$ cat config.mk
export PLATFORM = sky130hd
export DESIGN_NAME = rgb_breathing_pulse_engine_unit
export DESIGN_NICKNAME = d
export VERILOG_FILES = /design/src/rbpe_pkg.sv /design/src/rgb_breathing_pulse_engine_unit.sv
export SDC_FILE = /design/constraint.sdc
export NUM_CORES = 1
export LEC_CHECK = 0
export ABC_AREA = 1
export BUFFER_PORTS_ARGS = -buffer_cell sky130_fd_sc_hd__buf_2
export CORE_UTILIZATION = 45
export DETAILED_ROUTE_END_ITERATION = 8
export SLEW_MARGIN = 20
export SYNTH_ARGS = -nofsm -noshare
export SYNTH_HDL_FRONTEND = slang
export SYNTH_SLANG_ARGS = --single-unit
$ cat constraint.sdc
create_clock -name clock -period 9.6 [get_ports clock]
set_input_delay 0.48 -clock clock [delete_from_list [all_inputs] [get_ports clock]]
set_output_delay 0.48 -clock clock [all_outputs]
set_load 0.05 [all_outputs]
$ cat src/rbpe_pkg.sv
// ----------------------------------------------------------------------------
// rbpe_pkg
// Shared types and constants for the RGB breathing pulse engine.
// ----------------------------------------------------------------------------
package rbpe_pkg;

   localparam int REQ_DATA_W = 56;
   localparam int RSP_DATA_W = 48;
   localparam int CSR_DATA_W = 16;

   localparam logic [31:0] TIMEOUT_MS   = 32'd500;
   localparam logic [9:0]  DUTY_OFF     = 10'd999;
   localparam logic [15:0] SWEEP_RESET  = 16'd1000;
   localparam logic [7:0]  BRIGHT_RESET = 8'd255;
   localparam logic [7:0]  LEVEL_MAX    = 8'd255;
   // ceil(2^32 / 255); exact floor division for operands below 2^24
   localparam logic [24:0] RECIP_255    = 25'd16843010;
   localparam logic [24:0] DUTY_SCALE   = 25'd999;

   // configuration register indexes
   localparam logic CSR_SWEEP  = 1'b0;
   localparam logic CSR_BRIGHT = 1'b1;

   // multiplier passes per channel
   localparam logic [2:0] PH_COLOR  = 3'd0;
   localparam logic [2:0] PH_BRIGHT = 3'd1;
   localparam logic [2:0] PH_DIV_A  = 3'd2;
   localparam logic [2:0] PH_DIV_B  = 3'd3;
   localparam logic [2:0] PH_SCALE  = 3'd4;
   localparam logic [2:0] PH_DIV_C  = 3'd5;

   localparam logic [1:0] CH_LAST = 2'd2;

   typedef enum logic [3:0] {
      ST_IDLE = 4'b0001,
      ST_EVAL = 4'b0010,
      ST_MUL  = 4'b0100,
      ST_DONE = 4'b1000
   } state_type;

endpackage

$ cat src/rgb_breathing_pulse_engine_unit.sv
// ----------------------------------------------------------------------------
// rgb_breathing_pulse_engine_unit
// Triangle breathing level with per-channel active-low PWM compare values.
//
//  channel | ports          | content
//  --------+----------------+-------------------------------------------------
//  request | req_t*         | tuser: mode; tdata: now_ms, red, green, blue
//  result  | rsp_t*         | tdata: enables, duties, stepped, level_out
//  config  | csr_*          | index 0 sweep_duration_ms, index 1 brightness
//
// A beat is accepted, evaluated and output; a restart request skips the
// evaluation, and a step adds ST_MUL: one 24x25 multiplier makes six passes
// per channel. req_tready is high only while idle. Reset is synchronous.
// A stalled result holds in the output register; one more beat is taken and
// then waits in ST_DONE until the register frees up.
// ----------------------------------------------------------------------------
module rgb_breathing_pulse_engine_unit
   import rbpe_pkg::*;
(
   input  logic                  clock,
   input  logic                  reset,
   input  logic                  req_tvalid,
   output logic                  req_tready,
   // [31:0] now_ms, [39:32] red, [47:40] green, [55:48] blue
   input  logic [REQ_DATA_W-1:0] req_tdata,
   // [0] mode
   input  logic                  req_tuser,
   output logic                  rsp_tvalid,
   input  logic                  rsp_tready,
   // [0] red_on, [1] green_on, [2] blue_on, [12:3] red_duty,
   // [22:13] green_duty, [32:23] blue_duty, [33] stepped, [41:34] level_out
   output logic [RSP_DATA_W-1:0] rsp_tdata,
   input  logic                  csr_valid,
   output logic                  csr_ready,
   input  logic                  csr_index,
   input  logic [CSR_DATA_W-1:0] csr_data
);

   state_type         state_ff, state_in;
   logic [15:0]       sweep_ff, sweep_in;
   logic [7:0]        bright_ff, bright_in;
   logic [7:0]        level_ff, level_in;
   logic              rising_ff, rising_in;
   logic [31:0]       last_step_ff, last_step_in;
   logic [31:0]       last_call_ff, last_call_in;
   logic              armed_ff, armed_in;
   logic [2:0][7:0]   prev_ff, prev_in;
   logic              pending_ff, pending_in;
   logic [2:0][9:0]   duty_ff, duty_in;
   logic [2:0]        enables_ff, enables_in;
   logic              stepped_ff, stepped_in;
   logic [31:0]       now_ff, now_in;
   logic [2:0][7:0]   col_ff, col_in;
   logic [1:0]        ch_ff, ch_in;
   logic [2:0]        ph_ff, ph_in;
   logic [23:0]       acc_ff, acc_in;
   logic              rsp_tvalid_ff, rsp_tvalid_in;
   logic [RSP_DATA_W-1:0] rsp_tdata_ff, rsp_tdata_in;

   logic              req_take;
   logic              restart;
   logic [31:0]       step_base;
   logic [7:0]        level_base;
   logic              rising_base;
   logic              armed_base;
   logic [2:0][7:0]   prev_base;
   logic              rearm;
   logic [6:0]        delay;
   logic              due;
   logic [23:0]       mul_a;
   logic [24:0]       mul_b;
   logic [48:0]       prod;
   logic              out_free;

   assign req_tready = (state_ff == ST_IDLE);
   assign req_take   = req_tvalid && req_tready;
   assign csr_ready  = 1'b1;
   assign rsp_tvalid = rsp_tvalid_ff;
   assign rsp_tdata  = rsp_tdata_ff;
   assign out_free   = !rsp_tvalid_ff || rsp_tready;

   // call evaluation
   assign restart     = pending_ff || ((now_ff - last_call_ff) > TIMEOUT_MS);
   assign step_base   = restart ? now_ff : last_step_ff;
   assign level_base  = restart ? 8'd0 : level_ff;
   assign rising_base = restart ? 1'b1 : rising_ff;
   assign armed_base  = restart ? 1'b0 : armed_ff;
   assign prev_base   = restart ? '0 : prev_ff;
   assign rearm       = !armed_base || (prev_base != col_ff);
   assign delay       = (sweep_ff[15:9] == 7'd0) ? 7'd1 : sweep_ff[15:9];
   assign due         = (now_ff - step_base) >= {25'd0, delay};

   // shared multiplier
   always_comb begin
      case (ph_ff)
         PH_COLOR:  begin
            mul_a = {16'd0, col_ff[ch_ff]};
            mul_b = {17'd0, level_ff};
         end
         PH_BRIGHT: begin
            mul_a = acc_ff;
            mul_b = {17'd0, bright_ff};
         end
         PH_SCALE:  begin
            mul_a = acc_ff;
            mul_b = DUTY_SCALE;
         end
         default:   begin
            mul_a = acc_ff;
            mul_b = RECIP_255;
         end
      endcase
   end
   assign prod = {25'd0, mul_a} * {24'd0, mul_b};

   always_comb begin
      state_in      = state_ff;
      sweep_in      = sweep_ff;
      bright_in     = bright_ff;
      level_in      = level_ff;
      rising_in     = rising_ff;
      last_step_in  = last_step_ff;
      last_call_in  = last_call_ff;
      armed_in      = armed_ff;
      prev_in       = prev_ff;
      pending_in    = pending_ff;
      duty_in       = duty_ff;
      enables_in    = enables_ff;
      stepped_in    = stepped_ff;
      now_in        = now_ff;
      col_in        = col_ff;
      ch_in         = ch_ff;
      ph_in         = ph_ff;
      acc_in        = acc_ff;
      rsp_tvalid_in = rsp_tvalid_ff && !rsp_tready;
      rsp_tdata_in  = rsp_tdata_ff;

      if (csr_valid && csr_ready) begin
         unique case (csr_index)
            CSR_SWEEP:  sweep_in  = csr_data;
            CSR_BRIGHT: bright_in = csr_data[7:0];
            default:    ;
         endcase
      end

      unique case (state_ff)
         ST_IDLE: begin
            if (req_take) begin
               now_in     = req_tdata[31:0];
               col_in[0]  = req_tdata[39:32];
               col_in[1]  = req_tdata[47:40];
               col_in[2]  = req_tdata[55:48];
               stepped_in = 1'b0;
               if (req_tuser) begin
                  pending_in = 1'b1;
                  state_in   = ST_DONE;
               end else begin
                  state_in = ST_EVAL;
               end
            end
         end
         ST_EVAL: begin
            pending_in   = 1'b0;
            last_call_in = now_ff;
            level_in     = level_base;
            rising_in    = rising_base;
            last_step_in = step_base;
            armed_in     = 1'b1;
            prev_in      = col_ff;
            if (rearm) begin
               for (int i = 0; i < 3; i++) begin
                  enables_in[i] = (col_ff[i] != 8'd0);
                  if (col_ff[i] == 8'd0) begin
                     duty_in[i] = DUTY_OFF;
                  end
               end
            end
            if (due) begin
               last_step_in = now_ff;
               stepped_in   = 1'b1;
               if (rising_base) begin
                  level_in = level_base + 8'd1;
                  if (level_in == LEVEL_MAX) begin
                     rising_in = 1'b0;
                  end
               end else begin
                  if (level_base != 8'd0) begin
                     level_in = level_base - 8'd1;
                  end
                  if (level_in == 8'd0) begin
                     rising_in = 1'b1;
                  end
               end
               ch_in    = 2'd0;
               ph_in    = PH_COLOR;
               state_in = ST_MUL;
            end else begin
               state_in = ST_DONE;
            end
         end
         ST_MUL: begin
            if (ph_ff == PH_DIV_A || ph_ff == PH_DIV_B || ph_ff == PH_DIV_C) begin
               acc_in = {7'd0, prod[48:32]};
            end else begin
               acc_in = prod[23:0];
            end
            if (ph_ff == PH_DIV_C) begin
               if (col_ff[ch_ff] != 8'd0) begin
                  duty_in[ch_ff] = DUTY_OFF - prod[41:32];
               end
               ph_in = PH_COLOR;
               if (ch_ff == CH_LAST) begin
                  state_in = ST_DONE;
               end else begin
                  ch_in = ch_ff + 2'd1;
               end
            end else begin
               ph_in = ph_ff + 3'd1;
            end
         end
         ST_DONE: begin
            if (out_free) begin
               rsp_tvalid_in = 1'b1;
               rsp_tdata_in  = {6'd0, level_ff, stepped_ff, duty_ff[2], duty_ff[1],
                                duty_ff[0], enables_ff};
               state_in      = ST_IDLE;
            end
         end
         default: state_in = ST_IDLE;
      endcase
   end

   always_ff @(posedge clock) begin
      if (reset) begin
         state_ff      <= ST_IDLE;
         sweep_ff      <= SWEEP_RESET;
         bright_ff     <= BRIGHT_RESET;
         level_ff      <= 8'd0;
         rising_ff     <= 1'b1;
         last_step_ff  <= 32'd0;
         last_call_ff  <= 32'd0;
         armed_ff      <= 1'b0;
         prev_ff       <= '0;
         pending_ff    <= 1'b0;
         duty_ff       <= {DUTY_OFF, DUTY_OFF, DUTY_OFF};
         enables_ff    <= 3'd0;
         ch_ff         <= 2'd0;
         ph_ff         <= PH_COLOR;
         rsp_tvalid_ff <= 1'b0;
      end else begin
         state_ff      <= state_in;
         sweep_ff      <= sweep_in;
         bright_ff     <= bright_in;
         level_ff      <= level_in;
         rising_ff     <= rising_in;
         last_step_ff  <= last_step_in;
         last_call_ff  <= last_call_in;
         armed_ff      <= armed_in;
         prev_ff       <= prev_in;
         pending_ff    <= pending_in;
         duty_ff       <= duty_in;
         enables_ff    <= enables_in;
         ch_ff         <= ch_in;
         ph_ff         <= ph_in;
         rsp_tvalid_ff <= rsp_tvalid_in;
      end
   end

   always_ff @(posedge clock) begin
      stepped_ff   <= stepped_in;
      now_ff       <= now_in;
      col_ff       <= col_in;
      acc_ff       <= acc_in;
      rsp_tdata_ff <= rsp_tdata_in;
   end

   a_state_onehot: assert property (@(posedge clock) disable iff (reset)
      $onehot(state_ff))
      else $error("state register not one-hot");

   a_busy_after_take: assert property (@(posedge clock) disable iff (reset)
      req_take |=> !req_tready)
      else $error("ready while a beat is in flight");

   a_peak_falls: assert property (@(posedge clock) disable iff (reset)
      (level_ff == LEVEL_MAX) |-> !rising_ff)
      else $error("rising at full level");

   a_falling_nonzero: assert property (@(posedge clock) disable iff (reset)
      !rising_ff |-> (level_ff != 8'd0))
      else $error("falling at dark level");

   a_seq_range: assert property (@(posedge clock) disable iff (reset)
      (state_ff == ST_MUL) |-> (ph_ff <= PH_DIV_C && ch_ff <= CH_LAST))
      else $error("sequencer out of range");

endmodule
-- After elaboration in Yosys (flattened, before gate mapping)
Cells that the tools add are included.
- input port bits: 79
- output and inout port bits: 51
- word-level logic and storage cells: 155
- register bits after elaboration: 289
- reductions and logical operators: 37
- $lt $le $gt $ge: 4
- equality and inequality tests: 24
- bitwise logic cells: 1
- multipliers: 1
- muxes and demuxes: 54
- add/sub/neg operators: 7
- operators by type and width (operator ; count):
    2-to-1 mux 30 bit ; 3
    case mux 25 bit (3 select lines) ; 1
    2-to-1 mux 32 bit ; 2
    2-to-1 mux 8 bit ; 8
    subtractor 32 bit ; 2
    case mux 30 bit (2 select lines) ; 1
    multiplier 24 x 25 -> 49 bit ; 1
    2-to-1 mux 24 bit ; 2
    2-to-1 mux 10 bit ; 4
    nonzero test 8 bit ; 5
    >= comparator 32 x 7 -> 1 bit ; 1
    greater-than comparator 32 x 9 -> 1 bit (second input constant) ; 1
    logical NOT 8 bit ; 4
    bitwise mux 30 bit ; 1
    2-to-1 mux 4 bit ; 6
    != test 24 bit ; 1
    demux 10 bit (select 2 bit) ; 1
    != test 2 bit (second input constant) ; 10
    2-to-1 mux 17 bit ; 1
    binary-select mux 8 bit (select 2 bit) ; 1
    case mux 4 bit (4 select lines) ; 1
    AND reduction 5 bit ; 3
    2-to-1 mux 1 bit ; 12
    AND reduction 2 bit ; 6
    other kinds (32) ; 50

-- Logic depth before layout (Yosys ltp)
- word-level depth: 13
- depth in mapped cells: 48
- depth with buffers taken out: 45

-- Worst setup path before layout
Ideal clock, no wire load.
- path type: register to register
- start point: reg ph_ff[0]
- end point: reg acc_ff[14] (data pin)
- data required time: 9.342 ns
- path buffers: 1
- slack: 1.220 ns
- arrival time: 8.122 ns
- setup time: 0.258 ns
- stages on the path, launching flop included: 40
- cell sequence: dfxtp_1 nand2_1 nor2_1 nor2_1 nor2_1 inv_1 a21oi_1 o21ai_0 clkbuf_1 nand2_1 fa_1 inv_1 ha_1 inv_1 fa_1 inv_1 ha_1 fa_1 [... 4 more ...] ha_1 nand2_1 o21ai_0 a21boi_0 o21ai_0 a21boi_0 o21ai_0 a21oi_1 o21ai_0 a21oi_1 o21bai_1 a21boi_0 o21ai_0 nand2_1 o21ai_0 a21oi_1 o21ai_0 nand2_1
- cells in the longest elaborated chain, start to end: 4
- elaborated cells between the ends (all ways): 12
- those cells by class: 1 x mul; 5 x eq/ne; 3 x mux; 3 x reduce/logical
- RTL lines (item ; line ; RTL):
    start: declaration ; rgb_breathing_pulse_engine_unit.sv:55 ; logic [2:0] ph_ff, ph_in;
    start signal: assignment ; rgb_breathing_pulse_engine_unit.sv:264 ; ph_ff <= ph_in;
    equality test 3 bit (tied with other cells) ; rgb_breathing_pulse_engine_unit.sv:95 ; case (ph_ff)
    case mux 25 bit (3 select lines) (tied with other cells) ; rgb_breathing_pulse_engine_unit.sv:95 ;
    multiplier 24 x 25 -> 49 bit / logical OR 1 bit (equally long branches) ; rgb_breathing_pulse_engine_unit.sv:114, rgb_breathing_pulse_engine_unit.sv:202 ;
    2-to-1 mux 17 bit (*) ; rgb_breathing_pulse_engine_unit.sv:202 ; if (ph_ff == PH_DIV_A || ph_ff == PH_DIV_B || ph_ff == PH_DIV_C) begin
    end signal: assignment ; rgb_breathing_pulse_engine_unit.sv:273 ; acc_ff <= acc_in;
    end: declaration ; rgb_breathing_pulse_engine_unit.sv:56 ; logic [23:0] acc_ff, acc_in;
Mark *: on every way between the ends. The rest lies on a longest branch, timed or not.
A chain may end at the register's enable or synchronous reset.

-- Final worst setup path
- start point: reg ph_ff[0]
- end point: reg duty_ff[19] in the netlist's numbering
- cells in the longest elaborated chain, start to end: 8
- elaborated cells between the ends (all ways): 14
- those cells by class: 1 x add/sub; 1 x mul; 4 x eq/ne; 6 x mux; 2 x reduce/logical
- RTL lines (item ; line ; RTL):
    equality test 3 bit (tied with other cells) ; rgb_breathing_pulse_engine_unit.sv:95 ;
    case mux 25 bit (3 select lines) / 2-to-1 mux 24 bit (equally long branches) ; rgb_breathing_pulse_engine_unit.sv:95 ;
    multiplier 24 x 25 -> 49 bit ; rgb_breathing_pulse_engine_unit.sv:114 ; assign prod = {25'd0, mul_a} * {24'd0, mul_b};
    subtractor 10 bit ; rgb_breathing_pulse_engine_unit.sv:209 ; duty_in[ch_ff] = DUTY_OFF - prod[41:32];
    bitwise mux 30 bit ; rgb_breathing_pulse_engine_unit.sv:209 ;
    2-to-1 mux 30 bit ; rgb_breathing_pulse_engine_unit.sv:208 ; if (col_ff[ch_ff] != 8'd0) begin
    2-to-1 mux 30 bit ; rgb_breathing_pulse_engine_unit.sv:207 ; if (ph_ff == PH_DIV_C) begin
    case mux 30 bit (2 select lines) ; rgb_breathing_pulse_engine_unit.sv:146 ; unique case (state_ff)
    end signal: assignment ; rgb_breathing_pulse_engine_unit.sv:245 ; duty_ff <= {DUTY_OFF, DUTY_OFF, DUTY_OFF};
    end signal: assignment ; rgb_breathing_pulse_engine_unit.sv:261 ; duty_ff <= duty_in;
    end: declaration ; rgb_breathing_pulse_engine_unit.sv:49 ; logic [2:0][9:0] duty_ff, duty_in;
Several ways; a longest one is shown, not always the timed one. The select of a mux whose other input is x is not followed.

==> impl_metrics.env <==
export IMPL_postCtsHoldBufs=0
export IMPL_timing_critical_path_buf_inv=12
export IMPL_fp_dieW_um=252
export IMPL_h_tree_depth=1
export IMPL_cp_top_family="adder cells"
export IMPL_syn_inst=3899
export IMPL_clock_tree_from_tritoncts="built"
export IMPL_die_height_um=252
export IMPL_syn_area_mm2=0.0282
export IMPL_final_max_slew_violation_count=0
export IMPL_multi_input_area_mm2=0.0179
export IMPL_finalSetupTns_ns=0
export IMPL_yosys_register_bits=280
export IMPL_yosysWarningCount=0
export IMPL_count_of_boundary_i_o_pins=130
export IMPL_leakage_nw=15.8
export IMPL_mostFrequentLayoutCells="987 x nand2_1, 775 x inv_1, 321 x nor2_1"
export IMPL_global_route_wire_length_before_repair_um=128000
export IMPL_cts_inserted_buffers=29
export IMPL_sequential_area_share_after_synthesis_pct=24.3
export IMPL_reg2regPathDepth=41
export IMPL_place_detailed_hpwl_um=65700
export IMPL_critical_path_required_ns=10.09
export IMPL_cell_row_count=91
export IMPL_die_area_mm2=0.0636
export IMPL_gp_congestion=0.934
export IMPL_synth_avg_cell_area_um2=7.22
export IMPL_worst_r2r_endpoint="duty_ff[19]"
export IMPL_drcViolationCount=0
export IMPL_synth_edff_count=123
export IMPL_route_detailed_vias_per_inst=5.08
export IMPL_timing_rr_start="ph_ff[0]"
export IMPL_floorplan_initialDensity_pct=45.6
export IMPL_timing_hold_worst_start="req_tdata[37]"
export IMPL_design_final_nets=4575
export IMPL_route_final_wire_length_um=80300
export IMPL_path_clk_slew_ns=0.06
export IMPL_hold_violations=0
export IMPL_grt_start_max_net_pins=85
export IMPL_layout_area_seq_mm2=0.00684
export IMPL_final_core_utilization_pct=50.1
export IMPL_timing_setup_critical_path_class="reg2reg"
export IMPL_fin_worst_skew_ns=0.0324
export IMPL_route_detailed_wl_per_inst_um=16.4
export IMPL_worst_ir_drop_vdd_uv=139
export IMPL_first_pass_iters=5
export IMPL_netlist_cell_type_count=67
export IMPL_cp_endpoint_kind="flip-flop"
export IMPL_dp_slack_ns=0.325
export IMPL_maxCapViolations=0
export IMPL_finalSetupViolCount=0
export IMPL_hold_end="col_ff[5]"
export IMPL_clock_root_buffer="clkbuf_16"
export IMPL_hp_class="in2reg"
export IMPL_cts_root_to_sink_buffers=3
export IMPL_worst_slew_pin_transition_ns=1.03
export IMPL_worst_r2r_setup_slack_ns=0.46
export IMPL_via_count_of_the_first_global_routing_pass=23624
export IMPL_timing_critical_path_fanout_max=17
export IMPL_synth_async_sr_flop_share_pct=0
export IMPL_clock_latency_ns=0.60
export IMPL_crit_slowest_cell="fa_1"
export IMPL_mostFrequentLayoutCell="nand2_1"
export IMPL_buffers_on_ports=121
export IMPL_power_density_mw_per_mm2=108
export IMPL_tritoncts_num_sinks=280
export IMPL_worst_endpoint_arrival_ns=9.63
export IMPL_dominantRegCellSynth="dfxtp_1"
export IMPL_fmax_mhz=109
export IMPL_n_fill_cell=6276
export IMPL_drt_iter0_drc=1922
export IMPL_final_critical_path_setup_slack_ns=0.460
export IMPL_vias=24806
export IMPL_core_area_mm2=0.0617
export IMPL_initial_antenna_violation_count=0
export IMPL_drive_gt1_share_pct=8.91
export IMPL_rsz0062_at_grt="false"
export IMPL_worst_path_largest_cell_delay_ns=0.55
export IMPL_cp_start_kind="flip-flop"
export IMPL_global_route_usage_total_pct=25.5
export IMPL_diodes_inserted=0
export IMPL_maxSlewHeadroom_pct=31.4
export IMPL_crit_path_frequent_cell="inv_1"
export IMPL_layout_min_cycle_time_ns=9.14
export IMPL_grt_overflow_total=0
export IMPL_outcome="completed"
export IMPL_post_route_period_util_pct=95.2
export IMPL_postRouteAntennaNets=0
export IMPL_synthToLayoutAreaGrowth_pct=9.83
export IMPL_min_delay_path_depth=1
-- timing repair --
item,CTS,global route
setup endpoints to repair,0,24
gates resized for setup,0,11
buffers inserted,0,5
-- where the power goes --
part / total [W] / switching, W / internal (W)
registers: 0.00135 / 0.0000472 / 0.00130
clock network: 0.00119 / 0.000505 / 0.000683
logic: 0.000796 / 0.000550 / 0.000246
total: 0.00333 / 0.00110 / 0.00223
-- cell usage after synthesis (all sizes together), types with 11 or more instances --
library cell / instances / area [µm²]
clkbuf: 56 / 210
a21oi: 234 / 1190
nand3b: 11 / 82.6
edfxtp: 123 / 3690
nand2: 1020 / 3920
dfxtp: 157 / 3140
xnor2: 16 / 140
fa: 202 / 4040
nor2: 351 / 1450
xor2: 29 / 254
inv: 798 / 3000
buf: 32 / 205
clkinv: 16 / 61.3
ha: 267 / 3340
o21ai: 188 / 945
nand3: 209 / 1130
nor3: 28 / 150
nand4: 52 / 408
-- kinds of logic after synthesis --
logic type	count (synthesis)	share of synthesized area [%]
AND/OR/NAND/NOR	1698	26.0
flip-flops	280	24.3
adder cells (fa/ha/maj)	469	26.2
buffers and inverters	902	12.3
multiplexers	3	0.111
other	2	0.0267
AO/OA/AOI/OAI	500	9.66
XOR/XNOR	45	1.40
-- flip-flops by register name, indices dropped and copies added (netlist names), 24 cells and up --
signal	flops
rsp_tdata	42
last_call_ff	32
last_step_ff	32
now_ff	32
duty_ff	30
acc_ff	24
col_ff	24
prev_ff	24
-- cell type report --
| class | count | share of cell area, % |
|---|---|---|
| flip-flops and latches | 280 | 22.1 |
| multi-input cells | 2722 | 57.9 |
| clock buffers | 40 | 2.65 |
| repair buffers | 180 | 3.47 |
| clock inverters | 14 | 0.579 |
| well taps | 837 | 3.39 |
| inverters | 814 | 9.89 |
-- worst max-delay path by stage --
stage / startpoint / endpoint / slack (ns) / cells after the start
finish: ph_ff[0] / duty_ff[19] / 0.46 / 41
global route: ph_ff[0] / duty_ff[19] / 0.008 / 36
CTS: ph_ff[0] / duty_ff[19] / 0.30 / 38
detailed placement: ph_ff[0] / duty_ff[19] / 0.33 / 38
global placement: ph_ff[0] / duty_ff[29] / 0.56 / 38
floorplan: ph_ff[0] / acc_ff[14] / 1.22 / 39
-- worst reg2reg max path, delay by kind of cell (launching register included) --
family / cells / cell delay, ns
AO/OA/AOI/OAI: 8 / 1.74
adder cells (fa/ha/maj): 9 / 3.91
buffers and inverters: 12 / 1.33
flip-flops: 1 / 0.35
AND/OR/NAND/NOR: 12 / 1.70
-- routing by layer --
| metal | GRT usage [%] | wire length [µm] | part of all wire, % | vias up |
|---|---|---|---|---|
| li1 | - | - | - | 12500 |
| met1 | 36.9 | 38000 | 47 | 11513 |
| met2 | 39.7 | 34700 | 43 | 697 |
| met3 | 3.26 | 5360 | 6.7 | 96 |
| met4 | 7.31 | 2270 | 2.8 | 0 |
| met5 | 0 | 0 | 0 | - |
-- stage by stage --
stage / instances / power, W / hold slack, ns / instance area, µm²
finish: 4887 / 0.00333 / 0.0548 / 30900
global route: 4887 / 0.00350 / 0.0388 / 30900
CTS: 4882 / 0.00334 / 0.0321 / 30900
detailed placement: 4828 / 0.00216 / 0.413 / 29900
global placement: 4828 / 0.00215 / 0.405 / 29900
floorplan: 3904 / 0.00193 / 0.400 / 28200
(Power assumes the default switching activity.)
